### config.mk
export PLATFORM = sky130hd
export DESIGN_NAME = lru_order_tracker_core
export DESIGN_NICKNAME = d
export VERILOG_FILES = /design/src/rtl/lot_pkg.sv /design/src/rtl/lru_order_tracker_core.sv /design/src/rtl/lot_list_state.sv
export SDC_FILE = /design/constraint.sdc
export NUM_CORES = 2
export LEC_CHECK = 0
export BUFFER_PORTS_ARGS = -buffer_cell sky130_fd_sc_hd__buf_2
export CAP_MARGIN = 10
export CORE_UTILIZATION = 40
export CTS_BUF_LIST = sky130_fd_sc_hd__clkbuf_8
export DETAILED_ROUTE_END_ITERATION = 12
export PLACE_DENSITY = 0.56
export RECOVER_POWER = 25
export SYNTH_ARGS = -nofsm -noshare
export SYNTH_HDL_FRONTEND = slang
export SYNTH_SLANG_ARGS = --single-unit
### constraint.sdc
create_clock -name aclk -period 10.14 [get_ports aclk]
set_clock_uncertainty 0.1 [all_clocks]
set_input_delay 2.028 -clock aclk [delete_from_list [all_inputs] [get_ports aclk]]
set_output_delay 2.028 -clock aclk [all_outputs]
set_load 0.01 [all_outputs]
### src/rtl/lot_pkg.sv
// Shared types and constants for the LRU order tracker.
`timescale 1ns / 1ps

package lot_pkg;

    localparam int ENTRY_COUNT = 64;
    localparam int IDX_W       = 6;
    localparam int LINK_W      = 7;
    localparam int S_TDATA_W   = 8;
    localparam int M_TDATA_W   = 24;

    localparam logic [LINK_W-1:0] LINK_NONE = LINK_W'(ENTRY_COUNT);

    typedef enum logic [1:0] {
        OP_TOUCH  = 2'd0,
        OP_INSERT = 2'd1,
        OP_REMOVE = 2'd2,
        OP_EVICT  = 2'd3
    } op_t;

    typedef enum logic [1:0] {
        ERR_OK         = 2'd0,
        ERR_NOT_LISTED = 2'd1,
        ERR_LISTED     = 2'd2,
        ERR_EMPTY      = 2'd3
    } err_t;

    typedef struct packed {
        logic [IDX_W-1:0]  victim_index;
        logic              victim_valid;
        logic [LINK_W-1:0] head_index;
        logic [LINK_W-1:0] tail_index;
        err_t              error_code;
    } result_t;

endpackage

### src/rtl/lru_order_tracker_core.sv
// Top level of the LRU order tracker with its stream ports.
`timescale 1ns / 1ps

// The tracker keeps the recency order of 64 table slots as a doubly linked list and answers
// every input transfer with exactly one result transfer: the evicted slot, the new head and
// tail (64 when the list is empty) and an error code. A transfer is taken into an input
// register and its whole list update is done combinationally as it moves into the result
// register, so one transfer is accepted per cycle while the result side does not stall. The
// sustained rate is set by the update of the link registers. The list is empty right after
// reset, with no clearing pass. While a finished result waits for the downstream side, the
// input register accepts a transfer only if it is empty.
module lru_order_tracker_core (
    input  logic                          aclk,
    input  logic                          aresetn,
    input  logic                          s_tvalid,
    output logic                          s_tready,
    // Fields from bit 0: operation (2), entry_index (6).
    input  logic [lot_pkg::S_TDATA_W-1:0] s_tdata,
    output logic                          m_tvalid,
    input  logic                          m_tready,
    // Fields from bit 0: victim_index (6), victim_valid (1), head_index (7),
    // tail_index (7), error_code (2), one zero pad bit.
    output logic [lot_pkg::M_TDATA_W-1:0] m_tdata
);

    logic                      in_valid_reg;
    lot_pkg::op_t              in_op_reg;
    logic [lot_pkg::IDX_W-1:0] in_idx_reg;
    logic                      out_valid_reg;
    lot_pkg::result_t          out_data_reg;
    lot_pkg::result_t          step_result;
    logic                      out_load;
    logic                      step_en;

    assign out_load = !out_valid_reg || m_tready;
    assign step_en  = in_valid_reg && out_load;
    assign s_tready = !in_valid_reg || step_en;

    lot_list_state u_list_state (
        .aclk    (aclk),
        .aresetn (aresetn),
        .step_en (step_en),
        .op      (in_op_reg),
        .idx     (in_idx_reg),
        .result  (step_result)
    );

    always_ff @(posedge aclk) begin
        if (!aresetn) begin
            in_valid_reg  <= 1'b0;
            out_valid_reg <= 1'b0;
        end else begin
            if (s_tready) begin
                in_valid_reg <= s_tvalid;
            end
            if (out_load) begin
                out_valid_reg <= in_valid_reg;
            end
        end
    end

    always_ff @(posedge aclk) begin
        if (s_tvalid && s_tready) begin
            in_op_reg  <= lot_pkg::op_t'(s_tdata[1:0]);
            in_idx_reg <= s_tdata[7:2];
        end
        if (step_en) begin
            out_data_reg <= step_result;
        end
    end

    assign m_tvalid = out_valid_reg;
    assign m_tdata  = {1'b0,
                       out_data_reg.error_code,
                       out_data_reg.tail_index,
                       out_data_reg.head_index,
                       out_data_reg.victim_valid,
                       out_data_reg.victim_index};

endmodule

### src/rtl/lot_list_state.sv
// Recency list state: link registers, membership bits, head and tail, and the update logic.
`timescale 1ns / 1ps

module lot_list_state (
    input  logic                      aclk,
    input  logic                      aresetn,
    input  logic                      step_en,
    input  lot_pkg::op_t              op,
    input  logic [lot_pkg::IDX_W-1:0] idx,
    output lot_pkg::result_t          result
);

    logic [lot_pkg::LINK_W-1:0]      prev_reg [lot_pkg::ENTRY_COUNT];
    logic [lot_pkg::LINK_W-1:0]      next_reg [lot_pkg::ENTRY_COUNT];
    logic [lot_pkg::ENTRY_COUNT-1:0] in_list_reg;
    logic [lot_pkg::ENTRY_COUNT-1:0] in_list_next;
    logic [lot_pkg::LINK_W-1:0]      head_reg;
    logic [lot_pkg::LINK_W-1:0]      tail_reg;
    logic [lot_pkg::LINK_W-1:0]      head_next;
    logic [lot_pkg::LINK_W-1:0]      tail_next;

    logic [lot_pkg::IDX_W-1:0]  unlink_idx;
    logic [lot_pkg::LINK_W-1:0] prev_link;
    logic [lot_pkg::LINK_W-1:0] next_link;
    logic [lot_pkg::LINK_W-1:0] head_mid;
    logic [lot_pkg::LINK_W-1:0] tail_mid;
    logic [lot_pkg::LINK_W-1:0] idx_link;
    logic                       do_unlink;
    logic                       do_link;
    logic                       victim_valid;
    lot_pkg::err_t              err;
    logic                       next_a_en;
    logic                       prev_c_en;
    logic                       prev_e_en;

    assign idx_link   = {1'b0, idx};
    assign unlink_idx = (op == lot_pkg::OP_EVICT) ? tail_reg[lot_pkg::IDX_W-1:0] : idx;
    assign prev_link  = prev_reg[unlink_idx];
    assign next_link  = next_reg[unlink_idx];

    always_comb begin
        err          = lot_pkg::ERR_OK;
        do_unlink    = 1'b0;
        do_link      = 1'b0;
        victim_valid = 1'b0;
        case (op)
            lot_pkg::OP_TOUCH: begin
                if (!in_list_reg[idx]) begin
                    err = lot_pkg::ERR_NOT_LISTED;
                end else if (idx_link != head_reg) begin
                    do_unlink = 1'b1;
                    do_link   = 1'b1;
                end
            end
            lot_pkg::OP_INSERT: begin
                if (in_list_reg[idx]) begin
                    err = lot_pkg::ERR_LISTED;
                end else begin
                    do_link = 1'b1;
                end
            end
            lot_pkg::OP_REMOVE: begin
                if (!in_list_reg[idx]) begin
                    err = lot_pkg::ERR_NOT_LISTED;
                end else begin
                    do_unlink = 1'b1;
                end
            end
            lot_pkg::OP_EVICT: begin
                if (tail_reg == lot_pkg::LINK_NONE) begin
                    err = lot_pkg::ERR_EMPTY;
                end else begin
                    do_unlink    = 1'b1;
                    victim_valid = 1'b1;
                end
            end
            default: begin
                err = lot_pkg::ERR_OK;
            end
        endcase
    end

    // Unlinking first, then linking at the front against the head left by the unlink.
    always_comb begin
        head_mid  = (do_unlink && prev_link == lot_pkg::LINK_NONE) ? next_link : head_reg;
        tail_mid  = (do_unlink && next_link == lot_pkg::LINK_NONE) ? prev_link : tail_reg;
        head_next = do_link ? idx_link : head_mid;
        tail_next = (do_link && head_mid == lot_pkg::LINK_NONE) ? idx_link : tail_mid;
        next_a_en = do_unlink && (prev_link != lot_pkg::LINK_NONE);
        prev_c_en = do_unlink && (next_link != lot_pkg::LINK_NONE);
        prev_e_en = do_link && (head_mid != lot_pkg::LINK_NONE);
        in_list_next = in_list_reg;
        if (do_unlink) begin
            in_list_next[unlink_idx] = 1'b0;
        end
        if (do_link) begin
            in_list_next[idx] = 1'b1;
        end
    end

    always_comb begin
        result.victim_index = victim_valid ? tail_reg[lot_pkg::IDX_W-1:0] : '0;
        result.victim_valid = victim_valid;
        result.head_index   = head_next;
        result.tail_index   = tail_next;
        result.error_code   = err;
    end

    // Links of an entry are always written when it joins the list, so they need no reset.
    always_ff @(posedge aclk) begin
        if (step_en) begin
            for (int i = 0; i < lot_pkg::ENTRY_COUNT; i++) begin
                if (do_link && idx == lot_pkg::IDX_W'(i)) begin
                    next_reg[i] <= head_mid;
                end else if (next_a_en
                             && prev_link[lot_pkg::IDX_W-1:0] == lot_pkg::IDX_W'(i)) begin
                    next_reg[i] <= next_link;
                end
                if (prev_e_en && head_mid[lot_pkg::IDX_W-1:0] == lot_pkg::IDX_W'(i)) begin
                    prev_reg[i] <= idx_link;
                end else if (do_link && idx == lot_pkg::IDX_W'(i)) begin
                    prev_reg[i] <= lot_pkg::LINK_NONE;
                end else if (prev_c_en
                             && next_link[lot_pkg::IDX_W-1:0] == lot_pkg::IDX_W'(i)) begin
                    prev_reg[i] <= prev_link;
                end
            end
        end
    end

    always_ff @(posedge aclk) begin
        if (!aresetn) begin
            in_list_reg <= '0;
            head_reg    <= lot_pkg::LINK_NONE;
            tail_reg    <= lot_pkg::LINK_NONE;
        end else if (step_en) begin
            in_list_reg <= in_list_next;
            head_reg    <= head_next;
            tail_reg    <= tail_next;
        end
    end

    assert property (@(posedge aclk) disable iff (!aresetn)
        (head_reg == lot_pkg::LINK_NONE) == (tail_reg == lot_pkg::LINK_NONE))
        else $error("Head and tail disagree on whether the list is empty.");

    assert property (@(posedge aclk) disable iff (!aresetn)
        (head_reg == lot_pkg::LINK_NONE) |-> (in_list_reg == '0))
        else $error("Entries are marked listed while the list is empty.");

    assert property (@(posedge aclk) disable iff (!aresetn)
        (head_reg != lot_pkg::LINK_NONE) |->
            (in_list_reg[head_reg[lot_pkg::IDX_W-1:0]]
             && prev_reg[head_reg[lot_pkg::IDX_W-1:0]] == lot_pkg::LINK_NONE))
        else $error("Head entry is not listed or has a predecessor.");

    assert property (@(posedge aclk) disable iff (!aresetn)
        (tail_reg != lot_pkg::LINK_NONE) |->
            (in_list_reg[tail_reg[lot_pkg::IDX_W-1:0]]
             && next_reg[tail_reg[lot_pkg::IDX_W-1:0]] == lot_pkg::LINK_NONE))
        else $error("Tail entry is not listed or has a successor.");

endmodule

# Word-level counts from Yosys, hierarchy flattened
# Memory sizes are Yosys's and may differ from the RTL's.
# Index checks and enable logic that the tools add are counted.
# Widths: inputs -> output; s select.
# totals
register_bits,111
ram_bits,896
in_bits,12
output_inout_bits,26
word_cells,2121
memories,2
# classes
n_lt_le_gt_ge,4
n_eq_ne,263
muxes,1369
bitwise_logic,195
n_reduce_logical,276
# memory_table
name,words,word_bits,read_ports,rd_clocked_by_memory_dff,write_ports,line,source
u_list_state.next_reg,64,7,1,0,64,lot_list_state.sv:14,logic [lot_pkg::LINK_W-1:0] next_reg [lot_pkg::ENTRY_COUNT];
u_list_state.prev_reg,64,7,1,0,64,lot_list_state.sv:13,logic [lot_pkg::LINK_W-1:0] prev_reg [lot_pkg::ENTRY_COUNT];
# ops
op,count
$mux 7,196
$mux 1,1162
$eq 6x6->1 const B,128
$eq 6x5->1 const B,64
$logic_and 1x1->1,266
$eq 6x4->1 const B,32
$or 1x1->1,192
$mux 64,2
$eq 6x3->1 const B,16
$and 64x64->64,1
$not 64->64,1
$or 64x64->64,1
$eq 6x2->1 const B,8
$eq 7x7->1 const B,4
$eq 6x1->1 const B,4
$logic_not 6->1,4
$ne 7x7->1 const B,3
$lt 6x7->1 const B,2
$demux 1 s6,2
$ge 6x1->1 const B,2
$ne 6x7->1,1
$bmux 1 s6,1
$mux 6,1
$pmux 2 s3,1
9 further kinds,13

# Depth between registers and ports, before layout
# logic_depth
word_depth,14
depth_mapped,21
mapped_depth_nobuf,13

# Cells and area by module
# Synthesis repeated with hierarchy kept, for this count alone.
# hier_totals
hier_cells,4779
area_unflattened_um2,55096.6
# modules_own_cells
module,instances,cells_each,area_each_um2,seq_area_each_um2
lot_list_state,1,4737,54050.6,28467.3
lru_order_tracker_core,1,42,1046.0,970.9

# Least setup slack after synthesis
# No wires, ideal clock.
# synth_timing
path_type,register to register
start,register in_op_reg[0]
end,memory u_list_state.prev_reg[30][0] in the netlist's numbering (enable)
setup_time_ns,0.381
arrival_time_ns,4.269
required_ns,9.659
slack_ns,5.390
path_stages_with_launch,18
path_buffers,7
period_less_slack_ns,4.750
path_cell_list,edfxtp_1 > buf_4 > nand2_4 > mux2_2 > buf_2 > buf_2 > a221oi_1 > o22ai_1 > a22oi_1 > nand4_1 > nor4_4 > and4_1 > buf_6 > buf_2 > buf_2 > buf_1 > a21oi_1 > o21ai_0
# synth_lines
element,line,source
from (decl),lru_order_tracker_core.sv:27,lot_pkg::op_t in_op_reg;
from (signal assigned),lru_order_tracker_core.sv:64,in_op_reg <= lot_pkg::op_t'(s_tdata[1:0]);
to (decl),lot_list_state.sv:13,

==> results by group <==
Pwr
  – Peak supply drop: 124 uV
  – Power per cell area: 170 mW/mm2
  – Clock power frac: 35.5%
  – Combinational share of power: 19.0%
  – Tot Pwr: 0.0101 W
  – Net Sw Power: 0.00338 W
  – Internal power: 0.00674 W
  – Sequential group share of total power: 45.5%
  – Leakage: 22.4 nW
  – Switching part of the total: 33.4%

STA
  – Unrepaired setup endpoints after global routing: no
  – Final Cycle Share: 93.6%
  – Total Neg Setup Slack: 0 ps
  – Worst slew pin tran: 3520 ps
  – Fin. Hold Viols: 0
  – Relative slew slack: -135%
  – Hold_ws: 385 ps
  – Setup violators final: 0
  – Max frequency: 105 MHz
  – Tmin final: 9490 ps
  – Count of pins over their slew limit: 398

Layout
  – Area growth, synth to finish: 10.1%
  – Nets: 4653
  – Finished Cell Area: 0.0597 mm2
  – Layout cell share with drive strength beyond 1: 13.2%
  – Layout Utilization: 44.6%
  – Most frequent cells in the layout: 927 x edfxtp_1, 593 x mux2i_1, 358 x nand2_1
  – Fillers: 12600
  – Commonest non-fill, non-tap cell in the layout: edfxtp_1

Placement
  – Final GP Congestion: 1.11
  – Cell Area, Placed: 0.0567 mm2
  – Post-DP HPWL: 189000 um
  – IO Port Bufs: 36

Die
  – Die height: 370 um
  – Die area: 0.137 mm2
  – Starting Density: 40.5%
  – # IOs: 38
  – Rows: 134
  – Die width: 370 um
  – Core area: 0.134 mm2

Detailed routing
  – Initial DRC count: 8209
  – Total number of vias: 46900
  – Residual DRC: 0
  – Final ANT Viol Nets: 0
  – Drt first pass iters: 6
  – Wire per inst: 42.4 um
  – Aggregate routed wire length: 278000 um
  – Vias/cell: 7.15

Synth
  – Flops & latches, synth: 1007
  – Async SR Flop Fraction: 0%
  – Post-Syn Nets: 4695
  – Synth cell types: 102
  – Seq/Total Area, Yosys: 54.3%
  – Ys Warns: 0
  – Area of the mapped netlist: 0.0542 mm2
  – Mapped Cells: 4683
  – Number of flops mapped to enable cells by yosys: 927
  – Avg Inst Size Synth: 11.6 um2
  – Main synth FF type: edfxtp_1

Clock network
  – Clock buffer count from CTS: 178
  – Root Driver: clkbuf_8
  – Post-CTS sizing: 0
  – Max clock buf depth: 3
  – Clock slew seen by the registers of the worst setup and hold paths: 60 ps
  – H-Tree Depth: 4
  – Sinks on Clock Net: 1007
  – CTS tree: built
  – Hold buffer count at cts: 0
  – Post-CTS setup buffer count: 0
  – Clk Latency, worst-skew pair: 990 ps

Worst setup path
  – CP most frequent cell: buf_4
  – Kind of critical path: flip-flop to flip-flop
  – Arr. time, crit path: 9840 ps
  – WP data required: 10490 ps
  – Crit path max fanout: 43
  – Worst path cell trace: nand2_1 > mux2i_1 > buf_4 > buf_4 > a221oi_1 > o22ai_1 > a22oi_1 > nand4_1 > clkbuf_2 > nand2b_1 > nor2_1 > nand3b_1 > clkbuf_1 > o21ai_0
  – Setup crit end kind: flip-flop
  – Crit start category: flip-flop
  – Slowest cell on the critical path: mux2i_1
  – Delay of the slowest critical-path stage: 1350 ps

Global routing
  – First-pass GRT wire length: 374000 um
  – Initial antenna violation count: 27
  – GR Util All Layers: 39.8%
  – Largest net degree at the start of global routing: 84
  – Number of global-route vias before repair: 43800
  – Gr ovfl total: 0

Run status
  – Failing checks: max-capacitance violations, max-slew violations
  – Status: complete, but fails checks

Job
  – Max_cap viols: 18

Hold path
  – Hold Path Class: flip-flop to flip-flop
==> critical path: cells and delay by family, from the launching register on <==
kind,cells,cell delay [ps]
AND/OR/NAND/NOR,5,1790
multiplexers,1,1350
flip-flops,1,810
buffers and inverters,4,2890
AO/OA/AOI/OAI,4,1920
==> logic make-up after synthesis <==
family | share of synthesized area (%)
flops | 54.3
mux | 13.7
buf+inv | 3.87
simple gates | 9.88
compound gates | 18.2
xor+xnor | 0.0970
other cells | 0.00692
==> through the flow <==
step,instances,worst slack (ps)
after floorplan,4683,5390
after global placement,6226,1730
after detailed placement,6228,1710
after CTS,6551,1630
after global routing,6555,633
final,6567,648
==> cells in the mapped netlist (62+ instances only) <==
cell type  number  area (um2)
mux2_2         97        1090
nor2_1        229         860
a22oi_1       119         893
clkbuf_1      320        1200
a221oi_1      179        1570
dfxtp_1        80        1600
mux2i_1       595        5960
a22o_1        223        1950
o22ai_1       184        1150
nand2_1       360        1350
o21ai_0       236        1180
a21oi_1       128         641
buf_2          97         485
edfxtp_1      927       27800
nand3_1       173         866
nor3_1         62         310
==> final timing paths <==
kind                                              startpoint                            to  slack [ps]  cells past startpoint
worst max-delay path                            in_op_reg[1]  u_list_state.next_reg[57][2]         650                     14
worst min-delay path            u_list_state.in_list_reg[22]  u_list_state.in_list_reg[22]         380                      2
worst max register to register                  in_op_reg[1]  u_list_state.next_reg[57][2]         650                     14
worst min register to register  u_list_state.in_list_reg[22]  u_list_state.in_list_reg[22]         380                      2
==> power groups by stage <==
stage / sequential [W] / combinational (W) / clock [W]
after floorplan: 0.00468 / 0.000965 / 0
after global placement: 0.00469 / 0.00182 / 0
after detailed placement: 0.00469 / 0.00183 / 0
after CTS: 0.00461 / 0.00183 / 0.00359
after global routing: 0.00461 / 0.00191 / 0.00376
final: 0.00461 / 0.00193 / 0.00359
==> final cells by class <==
class	count	area [um2]	area share [%]
Antenna cell	15	37.5	0.0629
Clock buffer	185	2550	4.27
Clock inverter	138	664	1.11
Inverter	21	80.1	0.134
Multi-Input combinational cell	3180	22900	38.4
Sequential cell	1007	29400	49.3
Tap cell	1768	2210	3.71
Timing Repair Buffer	253	1800	3.02
==> per-layer routing <==
layer | GRT usage, % | routed length (um) | vias up
li1 | - | - | 18400
met1 | 50.5 | 105000 | 23700
met2 | 57.4 | 117000 | 3816
met3 | 12.9 | 34600 | 1044
met4 | 27.2 | 22300 | 22
met5 | 0 | 138 | -
No activity file was read; power rests on OpenSTA's default activity.
